## src/rtl/rre_pkg.sv

```systemverilog
// Shared types and constants for the rectangle raster engine.
// No dependencies; every other file imports this package.
package rre_pkg;

  // Parameter defaults
  localparam int MAX_WIDTH_DEF  = 512;
  localparam int MAX_HEIGHT_DEF = 512;
  localparam int FRAC_BITS_DEF  = 8;

  // Configuration register indexes and reset values
  localparam logic [1:0] REG_CANVAS_WIDTH  = 2'd0;
  localparam logic [1:0] REG_CANVAS_HEIGHT = 2'd1;
  localparam logic [1:0] REG_BACKGROUND    = 2'd2;

  localparam logic [9:0] CANVAS_WIDTH_RST  = 10'd1;
  localparam logic [9:0] CANVAS_HEIGHT_RST = 10'd1;
  localparam logic [7:0] BACKGROUND_RST    = 8'd48;

  localparam int PADDR_W = 4;

  // Operation codes
  typedef enum logic [1:0] {
    OP_DRAW  = 2'd0,
    OP_READ  = 2'd1,
    OP_CLEAR = 2'd2,
    OP_BAD   = 2'd3
  } op_t;

  // Controller -> datapath
  typedef struct packed {
    logic latch;     // capture item fields, rewind sweep counters
    logic prep;      // compute edge thresholds, issue cell read
    logic step;      // visit one cell
    logic load_out;  // load the result register
  } rre_cmd_t;

  // Datapath -> controller
  typedef struct packed {
    op_t  op;
    logic draw_ok;     // width and height both positive
    logic area_ok;     // active canvas is not empty
    logic sweep_last;  // current cell is the last active one
  } rre_stat_t;

endpackage

```

## src/rtl/rre_ctrl.sv

```systemverilog
// Controller state machine: sequences accept, setup, cell sweep and result.
// Depends on rre_pkg for the command and status structs.
module rre_ctrl (
  input  logic               clk,
  input  logic               rst_n,
  input  logic               in_valid,
  output logic               in_ready,
  output logic               out_valid,
  input  logic               out_ready,
  input  rre_pkg::rre_stat_t stat,
  output rre_pkg::rre_cmd_t  cmd
);
  import rre_pkg::*;

  typedef enum logic [3:0] {
    ST_IDLE   = 4'b0001,
    ST_PREP   = 4'b0010,
    ST_SWEEP  = 4'b0100,
    ST_RESULT = 4'b1000
  } state_t;

  state_t state_r, state_nxt;
  logic   out_valid_r, out_valid_nxt;
  logic   accept;
  logic   out_free;
  logic   do_sweep;

  assign in_ready = (state_r == ST_IDLE);
  assign accept   = in_valid & in_ready;
  assign out_free = !out_valid_r || out_ready;
  assign do_sweep = stat.area_ok &&
                    ((stat.op == OP_DRAW && stat.draw_ok) || stat.op == OP_CLEAR);

  always_comb begin
    state_nxt = state_r;
    unique case (state_r)
      ST_IDLE:   if (accept) state_nxt = ST_PREP;
      ST_PREP:   state_nxt = do_sweep ? ST_SWEEP : ST_RESULT;
      ST_SWEEP:  if (stat.sweep_last) state_nxt = ST_RESULT;
      ST_RESULT: if (out_free) state_nxt = ST_IDLE;
      default:   state_nxt = ST_IDLE;
    endcase
  end

  always_comb begin
    cmd.latch    = accept;
    cmd.prep     = (state_r == ST_PREP);
    cmd.step     = (state_r == ST_SWEEP);
    cmd.load_out = (state_r == ST_RESULT) && out_free;
  end

  always_comb begin
    if (cmd.load_out) begin
      out_valid_nxt = 1'b1;
    end else if (out_ready) begin
      out_valid_nxt = 1'b0;
    end else begin
      out_valid_nxt = out_valid_r;
    end
  end

  always_ff @(posedge clk) begin
    if (!rst_n) begin
      state_r     <= ST_IDLE;
      out_valid_r <= 1'b0;
    end else begin
      state_r     <= state_nxt;
      out_valid_r <= out_valid_nxt;
    end
  end

  assign out_valid = out_valid_r;

endmodule

```

## config.mk

```make
export PLATFORM = sky130hd
export DESIGN_NAME = rre_ctrl
export DESIGN_NICKNAME = d
export VERILOG_FILES = /design/src/rtl/rre_pkg.sv /design/src/rtl/rre_ctrl.sv
export SDC_FILE = /design/constraint.sdc
export NUM_CORES = 1
export LEC_CHECK = 0
export BUFFER_PORTS_ARGS = -buffer_cell sky130_fd_sc_hd__clkbuf_2
export CORE_AREA = 2 2 39 41
export DETAILED_ROUTE_END_ITERATION = 7
export DIE_AREA = 0 0 41 43
export MAX_ROUTING_LAYER = met4
export PLACE_DENSITY = 0.59
export SETUP_SLACK_MARGIN = 0.02
export SYNTH_ARGS = -nofsm -noshare
export SYNTH_HDL_FRONTEND = slang
export SYNTH_SLANG_ARGS = --single-unit
```

## constraint.sdc

```tcl
create_clock -name clk -period 2 [get_ports clk]
set_input_delay 0.2 -clock clk [delete_from_list [all_inputs] [get_ports clk]]
set_output_delay 0.2 -clock clk [all_outputs]
set_load 0.05 [all_outputs]
```

### Yosys cells after proc, flatten, opt, wreduce, memory -nomap -nowiden

Cells that the tools add are included.

* input port bits: 9
* output and inout port bits: 6
* flip-flop bits (word level): 5

* bitwise logic cells: 1
* mux-type cells: 7
* equality and inequality tests: 8
* reduce and logical (&&, ||, !) cells: 9

Operators with widths (number)
* 4-bit 2-to-1 mux: 4
* 4-bit case mux with 4 select lines: 1
* 4-bit by 1-bit == test with 1-bit output, second input constant: 1
* 4-bit by 2-bit == test with 1-bit output, second input constant: 1
* 4-bit by 3-bit == test with 1-bit output, second input constant: 1
* 4-bit == test, second input constant: 1
* 2-bit != test, second input constant: 2
* 1-bit logical AND: 3
* 3-bit AND reduction: 1
* 2-bit == test, second input constant: 1
* 2-bit logical NOT: 1
* 1-bit logical OR: 2
* 1-bit 2-to-1 mux: 2
* 2-bit by 1-bit != test with 1-bit output, second input constant: 1
* 2-bit nonzero test: 1
* 1-bit bitwise AND: 1
* 1-bit logical NOT: 1

### Longest topological paths before layout

* depth in word-level cells: 6
* depth in mapped cells: 6
* mapped depth without buffers: 4

### Least setup slack after synthesis

Ideal clock, no wire load.

* kind: reg2reg
* from: register state_r[1]
* to: register state_r[3]
* required time: 1.942 ns
* slack: 0.011 ns
* cell stages (with the launch flop): 5
* period minus slack after synthesis: 1.989 ns
* buffers on the path: 0
* setup time: 0.058 ns
* arrival: 1.932 ns
* cell sequence: dfxtp_1 nor4b_2 o21ai_0 a21oi_1 o21a_1

RTL lines
* from (decl): RTL line rre_ctrl.sv:22 `state_t state_r, state_nxt;`
* from (signal assigned): RTL line rre_ctrl.sv:67 `state_r <= state_nxt;`

==> out/results.ini <==
[sta]
setup_viol=0
fin_skew_ps=4.62
worst_hold_slack_ps=198
layout_setup_ws_ps=208
slew_viol_final=0
period_share_pct=89.6
tns_ps=0
max_freq_ghz=0.558
rsz0062_at_grt=no
min_period_ps=1790
slew_headroom_pct=77.3
worst_pin_slew_ps=336
hold_viol_final=0

[cts]
clock_latency_ps=240
tritoncts=done
cts_hold_buf=0
clockBufferDepth=2
cts_buffers=3
clk_pin_slew_ps=40
cts_resized=0
cts_setup_buffers=0
root_buffer=clkbuf_4
cts.sinks=5
htreeDepth=1

[layout]
syn_to_final_growth_pct=30.4
mostFrequentLayoutCell=clkbuf_2
final_nets=62
mostFrequentLayoutCells=clkbuf_2 (14), dfxtp_1 (5), nor2_1 (4)
final_core_util_pct=30.7
drive_gt1_share_pct=38.5
fillers=150
n_antenna_cell=0

[global_routing]
met2_usage_pct=12.2
grt_pass1_wl_mm=1.16
grt_max_degree=9
grt_overflow=0
grt_pass1_vias=285
busiest_layer=met1
grtUsageTotal_pct=9.99
grt_util_met1_pct=13.9
antenna_found_initial=0
met3_usage_pct=3.14

[setup_path]
crit_path_max_fanout=8
critPathKind=reg2out
r2r_cells=4
start_kind=flip-flop
cp-end-kind=output pin
crit_path_max_incr_delay_ps=510
path_cells=or4b_1 > inv_1 > clkbuf_2
worstPathRequired_ps=1800
cpMaxStageDelayCell=dfxtp_1
critical_path_arrival_ps=1590

[power]
p_leak_uw=0.000187
p_per_area_nw_per_um2=649
power_uw=275
ir_drop_uv=256

[place]
dp_slack_ps=477
place_congestion=0.770
port_buffers=14
dpl.hpwl_um=511

[worst_hold_path]
holdPathStages=2
min_path_type=in2reg

[logic_synthesis]
syn-num-nets=46
ys_ff_latch=5
synth_cell_types=23
syn_area_sq_um=325
ys.warnings.count=0
ys_seq_area_share_pct=30.8
avgSynthCellArea_sq_um=8.79
syn_inst=37

[route]
wirelength_um=671
routed-via-count=309
postRouteAntennaNets=0
viasPerCell=4.54
drt_iter0_drc=4
firstDrtPassIters=2
drc=0
wl_per_cell_um=9.87

[die]
fp.dieW_um=41
die-area_sq_um=1760
core_sq_um=1380
floorplan.io_pins=15
die_h_um=43
rows=14
initial_utilization_pct=23.5

[status]
status=completed

[job]
max-cap-violations=0

## cell families after synthesis
family	count (synthesis)	share of synthesized area [%]
AOI/OAI and AO/OA	8	16.9
xor gates and xnor gates	1	2.69
buffers and inverters	4	9.23
DFF	5	30.8
and+or+nand+nor	19	40.4
## state kept, by name, summed over array words and instances, names as in the netlist
name,count
out_valid,1
state_r,4
## final cells by class
| cell class | count | area (sq um) | area share [%] |
|---|---|---|---|
| sequential | 5 | 100 | 23.6 |
| clock buffer | 4 | 26.3 | 6.19 |
| tap | 16 | 20.0 | 4.72 |
| timing repair buffer | 14 | 70.1 | 16.5 |
| multi-input combinational | 28 | 204 | 48.1 |
| inverter | 1 | 3.75 | 0.885 |
## critical path, delay by kind of cell (launching register included)
kind          cells  cell delay (ps)
buf+inv           2              330
simple gates      1              510
flops             1              510
## worst paths after layout
kind | endpoint | startpoint | slack, ps
worst max-delay path | cmd[1] | state_r[2] | 210
worst min-delay path | state_r[0] | rst_n | 200
worst max register to register | state_r[3] | state_r[2] | 480
worst min register to register | state_r[3] | out_valid | 660
## layer usage
metal,part of all wire [%],wire length [um],up-vias
met5,0,0,-
met4,0,0,0
met3,5.7,38,0
met2,45,305,8
met1,49,326,140
li1,-,-,161
## stage by stage
stage               cell area, sq um  cells
finish                           424     68
global route                     424     68
CTS                              424     68
detailed placement               398     64
global placement                 398     64
floorplan                        334     37
## cell usage after synthesis
master	number	area share, %
dfxtp_1	5	31
xor2_1	1	2.7
nor2b_1	3	5.8
nand2_1	1	1.2
nor4b_1	1	2.7
a22oi_1	1	2.3
nand3_1	1	1.5
o21ai_0	2	3.1
nor3_1	1	1.5
a211oi_2	1	3.8
and3_1	1	1.9
inv_1	1	1.2
or3b_1	1	2.7
nand2b_1	2	3.8
or4b_1	1	3.1
buf_6	1	3.5
nor4b_2	1	4.6
nor2_1	4	4.6
buf_4	2	4.6
o21a_1	2	4.6
nand4bb_2	1	5.0
and2_1	1	1.9
a21oi_1	2	3.1
## power breakdown
part           internal [uW]  switching [uW]  total, uW
registers                103            7.45        111
clock network           75.4            40.7        116
logic                   18.3            30.1       48.5
total                    197            78.3        275
No activity file was read; power rests on OpenSTA's default activity.
