File: config.mk
export PLATFORM = sky130hd
export DESIGN_NAME = rre_cfg
export DESIGN_NICKNAME = d
export VERILOG_FILES = /design/src/rtl/rre_pkg.sv /design/src/rtl/rre_cfg.sv
export SDC_FILE = /design/constraint.sdc
export NUM_CORES = 1
export LEC_CHECK = 0
export BUFFER_PORTS_ARGS = -buffer_cell sky130_fd_sc_hd__buf_2
export CORE_MARGIN = 2
export CORE_UTILIZATION = 45
export CTS_CLUSTER_SIZE = 20
export DETAILED_ROUTE_END_ITERATION = 10
export PLACE_DENSITY = 0.92
export SYNTH_ARGS = -nofsm -noshare
export SYNTH_HDL_FRONTEND = slang
export SYNTH_SLANG_ARGS = --single-unit
File: constraint.sdc
create_clock -name clk -period 1.9 [get_ports clk]
set_input_delay 0.38 -clock clk [delete_from_list [all_inputs] [get_ports clk]]
set_output_delay 0.38 -clock clk [all_outputs]
set_load 0.02 [all_outputs]
File: src/rtl/rre_pkg.sv
// Shared types and constants for the rectangle raster engine.
// No dependencies; every other file imports this package.
package rre_pkg;

  // Parameter defaults
  localparam int MAX_WIDTH_DEF  = 512;
  localparam int MAX_HEIGHT_DEF = 512;
  localparam int FRAC_BITS_DEF  = 8;

  // Configuration register indexes and reset values
  localparam logic [1:0] REG_CANVAS_WIDTH  = 2'd0;
  localparam logic [1:0] REG_CANVAS_HEIGHT = 2'd1;
  localparam logic [1:0] REG_BACKGROUND    = 2'd2;

  localparam logic [9:0] CANVAS_WIDTH_RST  = 10'd1;
  localparam logic [9:0] CANVAS_HEIGHT_RST = 10'd1;
  localparam logic [7:0] BACKGROUND_RST    = 8'd48;

  localparam int PADDR_W = 4;

  // Operation codes
  typedef enum logic [1:0] {
    OP_DRAW  = 2'd0,
    OP_READ  = 2'd1,
    OP_CLEAR = 2'd2,
    OP_BAD   = 2'd3
  } op_t;

  // Controller -> datapath
  typedef struct packed {
    logic latch;     // capture item fields, rewind sweep counters
    logic prep;      // compute edge thresholds, issue cell read
    logic step;      // visit one cell
    logic load_out;  // load the result register
  } rre_cmd_t;

  // Datapath -> controller
  typedef struct packed {
    op_t  op;
    logic draw_ok;     // width and height both positive
    logic area_ok;     // active canvas is not empty
    logic sweep_last;  // current cell is the last active one
  } rre_stat_t;

endpackage

File: src/rtl/rre_cfg.sv
// Configuration register file on an APB-style port.
// Depends on rre_pkg; gives the saturated active canvas size to the datapath.
module rre_cfg #(
  parameter int MAX_WIDTH  = rre_pkg::MAX_WIDTH_DEF,
  parameter int MAX_HEIGHT = rre_pkg::MAX_HEIGHT_DEF
) (
  input  logic                              clk,
  input  logic                              rst_n,
  input  logic                              psel,
  input  logic                              penable,
  input  logic                              pwrite,
  input  logic [rre_pkg::PADDR_W-1:0]       paddr,
  input  logic [31:0]                       pwdata,
  output logic [31:0]                       prdata,
  output logic                              pready,
  output logic [$clog2(MAX_WIDTH+1)-1:0]    cols_o,
  output logic [$clog2(MAX_HEIGHT+1)-1:0]   rows_o,
  output logic [7:0]                        bg_char_o
);
  import rre_pkg::*;

  localparam int COLS_W = $clog2(MAX_WIDTH + 1);
  localparam int ROWS_W = $clog2(MAX_HEIGHT + 1);
  localparam int CCW    = (COLS_W > 10) ? COLS_W : 10;
  localparam int RCW    = (ROWS_W > 10) ? ROWS_W : 10;

  logic [9:0] width_r, width_nxt;
  logic [9:0] height_r, height_nxt;
  logic [7:0] bg_r, bg_nxt;
  logic       wr_en;
  logic [1:0] idx;
  logic [CCW-1:0] w_ext, w_sat;
  logic [RCW-1:0] h_ext, h_sat;

  assign pready = 1'b1;
  assign wr_en  = psel & penable & pwrite & pready;
  assign idx    = paddr[3:2];

  always_comb begin
    width_nxt  = width_r;
    height_nxt = height_r;
    bg_nxt     = bg_r;
    if (wr_en) begin
      case (idx)
        REG_CANVAS_WIDTH:  width_nxt  = pwdata[9:0];
        REG_CANVAS_HEIGHT: height_nxt = pwdata[9:0];
        REG_BACKGROUND:    bg_nxt     = pwdata[7:0];
        default: ;
      endcase
    end
  end

  always_ff @(posedge clk) begin
    if (!rst_n) begin
      width_r  <= CANVAS_WIDTH_RST;
      height_r <= CANVAS_HEIGHT_RST;
      bg_r     <= BACKGROUND_RST;
    end else begin
      width_r  <= width_nxt;
      height_r <= height_nxt;
      bg_r     <= bg_nxt;
    end
  end

  always_comb begin
    case (idx)
      REG_CANVAS_WIDTH:  prdata = {22'd0, width_r};
      REG_CANVAS_HEIGHT: prdata = {22'd0, height_r};
      REG_BACKGROUND:    prdata = {24'd0, bg_r};
      default:           prdata = 32'd0;
    endcase
  end

  // Sizes above the memory bounds saturate
  assign w_ext = CCW'(width_r);
  assign h_ext = RCW'(height_r);
  assign w_sat = (w_ext > CCW'(MAX_WIDTH))  ? CCW'(MAX_WIDTH)  : w_ext;
  assign h_sat = (h_ext > RCW'(MAX_HEIGHT)) ? RCW'(MAX_HEIGHT) : h_ext;

  assign cols_o    = w_sat[COLS_W-1:0];
  assign rows_o    = h_sat[ROWS_W-1:0];
  assign bg_char_o = bg_r;

endmodule

After elaboration in Yosys (flattened, before gate mapping)
Cells that the tools add are included.

operators by class
  $lt $le $gt $ge = 2
  equality and inequality tests = 2
  muxes and demuxes = 3
  bitwise gates (word level) = 2
  reductions and logical operators = 4

operators with widths
  cell                  count
  $pmux 10 s3           1
  $gt 10x10->1 const B  2
  $mux 10               2
  $reduce_and 2->1      3
  $and 1x1->1           2
  $eq 2x1->1 const B    1
  $eq 2x2->1 const B    1
  $logic_not 2->1       1

word-level totals
  flip-flop bits (word level) = 28

Depth between registers and ports, before layout
  depth in word-level cells = 3
  mapped depth = 4
  depth with buffers taken out = 3

Least setup slack after synthesis
Ideal clock, no wire load.

  kind = in2out
  start point = in paddr[2] (netlist bit)
  end point = out prdata[0]
  arrival time = 1148 ps
  data required time = 1520 ps
  slack = 372 ps
  stages = 3
  cell sequence = buf_4 mux2i_1 o21ai_0

on the way
  cells in the longest elaborated chain, start to end = 2

ends and longest elaborated chain
  element                                   line           RTL
  start: declaration                        rre_cfg.sv:12  input logic [rre_pkg::PADDR_W-1:0] paddr,
  $eq 2x2->1, or another cell as far along  rre_cfg.sv:66  case (idx)
  $pmux 10 s3 *                             rre_cfg.sv:66
  end: declaration                          rre_cfg.sv:14  output logic [31:0] prdata,

Mark *: on every way between the ends. The rest lies on a longest branch, timed or not.

Worst setup path after layout
  start point = reg width_r[9], in the netlist w_ext[9]
  end point = out prdata[9]

on the way
  cells in the longest elaborated chain, start to end = 1

ends and longest elaborated chain
  element                   line           RTL
  start: declaration        rre_cfg.sv:27  logic [9:0] width_r, width_nxt;
  start signal: assignment  rre_cfg.sv:59  width_r <= width_nxt;
  $pmux 10 s3               rre_cfg.sv:66

No other way between the ends.

==> out/qor.yml <==
outcome: "finished, final reports clean"
synthCells: 187
netlist_area_um2: 1590
period_needed_ns: 1.77
cts_tree: "yes"
layout.area.seq_um2: 561
cts-buffers-inserted: 3
postCtsSetupBuffers: 0
finalPower_w: 0.00107
multi_input_area_um2: 852
skew_ns: 0
die_h_um: 63.5
viasPerCell: 4.72
reg2reg_to: "w_ext[9]"
peakVddDrop_mv: 0.346
fin_crit_sh_pct: 93.0
overflow: 0
grt_max_degree: 34
cts.sinks: 28
timing.hold.ws_ns: 0.272
crit_required_ns: 1.52
num_io_pins: 102
cp_max_fo: 12
clk_pin_slew_worst_paths_ns: 0.15
antenna_found_initial: 0
clkLatencyLatePin_ns: 0.34
drv_slew: 0
rsz0062_at_grt: "no"
drc_errors: 0
start_util_pct: 47.4
max_freq_mhz: 566
r2r_setup_slack_ns: 0.97
clockBufferDepth: 2
drt_iter0_drc: 31
hold_depth: 3
gp_congestion: 0.808
nets: 283
area_growth_pct: 17.7
place_inst: 283
synth_seq_cells: 28
place.port_buffers: 54
grt_pass1_vias: 1271
drv_cap: 0
synth_cell_types: 18
max-slew-margin-rel_pct: 63.6
worstMarginPinSlew_ns: 0.546
cts.repair.resized: 0
crit_chain: "mux2i_1 -> nor2_1 -> buf_2"
critPathKind: "register to output pin"
drt-total-wl_mm: 3.58
dr.pass1.iters: 4
num_vias: 1355
r2r-start: "w_ext[9]"
num_antenna_cells: 0
critPathCaptureType: "output pin"
worst_hold_path.endpoint: "bg_char_o[0]"
hold_viol_final: 0
hp-start: "pwdata[0]"
min_path_type: "input port to register"
ys_seq_area_share_pct: 35.2
fin_cells: 287
cpPeakStageDelay_ns: 0.65
slowest_stage: "dfxtp_1"
path_buf_inv: 1
rows: 21
antenna_left: 0
root_buffer: "clkbuf_4"
p_leak_nw: 0.990
fp.dieArea_um2: 4030
cts_max_level: 1
die_w_um: 63.5
setup_tns_ns: 0
ys_warn_count: 0
core_um2: 3360
wl_per_cell_um: 12.5
grt_first_pass_wirelength_mm: 5.75
powerDensity_nw_per_um2: 571
cp_top_family: "flip-flops"
avgSynthCellArea_um2: 8.52
nFillCells: 336
worstSetupStartpointType: "register"
cts_hold_buf: 0
drive_above_1_share_pct: 29.9
reg2reg_depth: 2
grt_usage_pct: 18.1
critPathArrivalTime_ns: 1.39
setup_violations: 0
place_hpwl_mm: 2.75
-- worst register-to-register path, stage by stage (launching register included) --
cell and delay, ns:
dfxtp_1 0.65, nand2_1 0.09, mux2i_1 0.13
-- stage by stage --
stage                     area, um^2  util [%]  worst slack (ns)
after global placement          1840      54.7             0.198
after floorplan                 1670         -             0.372
final                           1870      55.7             0.134
after CTS                       1870      55.7             0.115
after detailed placement        1840      54.7             0.191
after global routing            1870      55.7            0.0278
-- placed cells by master (no fill, tap or decap), drive strengths merged --
cell type,n
inv,2
clkbuf,4
nand3,2
and3,1
nor2,2
nor2b,22
o21ai,8
mux2i,36
nand3b,1
and2,1
nand2,42
dfxtp,28
buf,66
o211ai,2
nor3b,1
conb,23
-- report_power, final --
part / internal, W / leakage, nW / total [W] / switching, W
sequential: 0.000595 / 0.226 / 0.000602 / 0.00000675
combinational: 0.0000519 / 0.743 / 0.000168 / 0.000116
clock: 0.000118 / 0.0210 / 0.000300 / 0.000183
-- synthesized netlist by cell type, drive strengths merged --
master | count | area (um^2)
and2 | 1 | 6.26
and3 | 1 | 11.3
buf | 30 | 225
clkbuf | 7 | 26.3
conb | 2 | 7.51
dfxtp | 28 | 561
inv | 2 | 7.51
mux2i | 36 | 360
nand2 | 42 | 158
nand3 | 2 | 10.0
nand3b | 1 | 7.51
nor2 | 2 | 7.51
nor2b | 22 | 138
nor3b | 1 | 12.5
o211ai | 2 | 15.0
o21ai | 8 | 40.0
-- state kept, by name (all words and copies together), names as in the netlist --
signal	flops
h_ext	10
w_ext	10
bg_char_o	8
-- cell families after synthesis --
group	share of synthesized area (%)
multiplexers	22.6
buffers and inverters	16.3
AND/OR/NAND/NOR	22.0
flip-flops	35.2
AO/OA/AOI/OAI	3.46
other	0.472
-- worst max path at each step --
stage | startpoint | end | slack (ns) | cells past startpoint
CTS | w_ext[9] | prdata[9] | 0.12 | 3
finish | w_ext[9] | prdata[9] | 0.13 | 3
global placement | paddr[2] | prdata[7] | 0.20 | 6
floorplan | paddr[2] | prdata[0] | 0.37 | 3
detailed placement | paddr[2] | prdata[7] | 0.19 | 6
global route | w_ext[9] | prdata[9] | 0.03 | 3
-- layout make-up --
cell class                      instances  share of cell area [%]
Multi-Input combinational cell        141                    45.5
Inverter                                2                   0.401
Tap cell                               46                    3.07
Sequential cell                        28                    29.9
Timing Repair Buffer                   66                    19.2
Clock buffer                            4                    1.94
-- metal layers --
layer	vias to the layer above	routed length, um	GRT usage [%]
li1	664	-	-
met1	640	1480	20.9
met2	49	1860	33.7
met3	2	205	3.21
met4	0	28	5.43
met5	-	0	0
No activity file was read; power rests on OpenSTA's default activity.
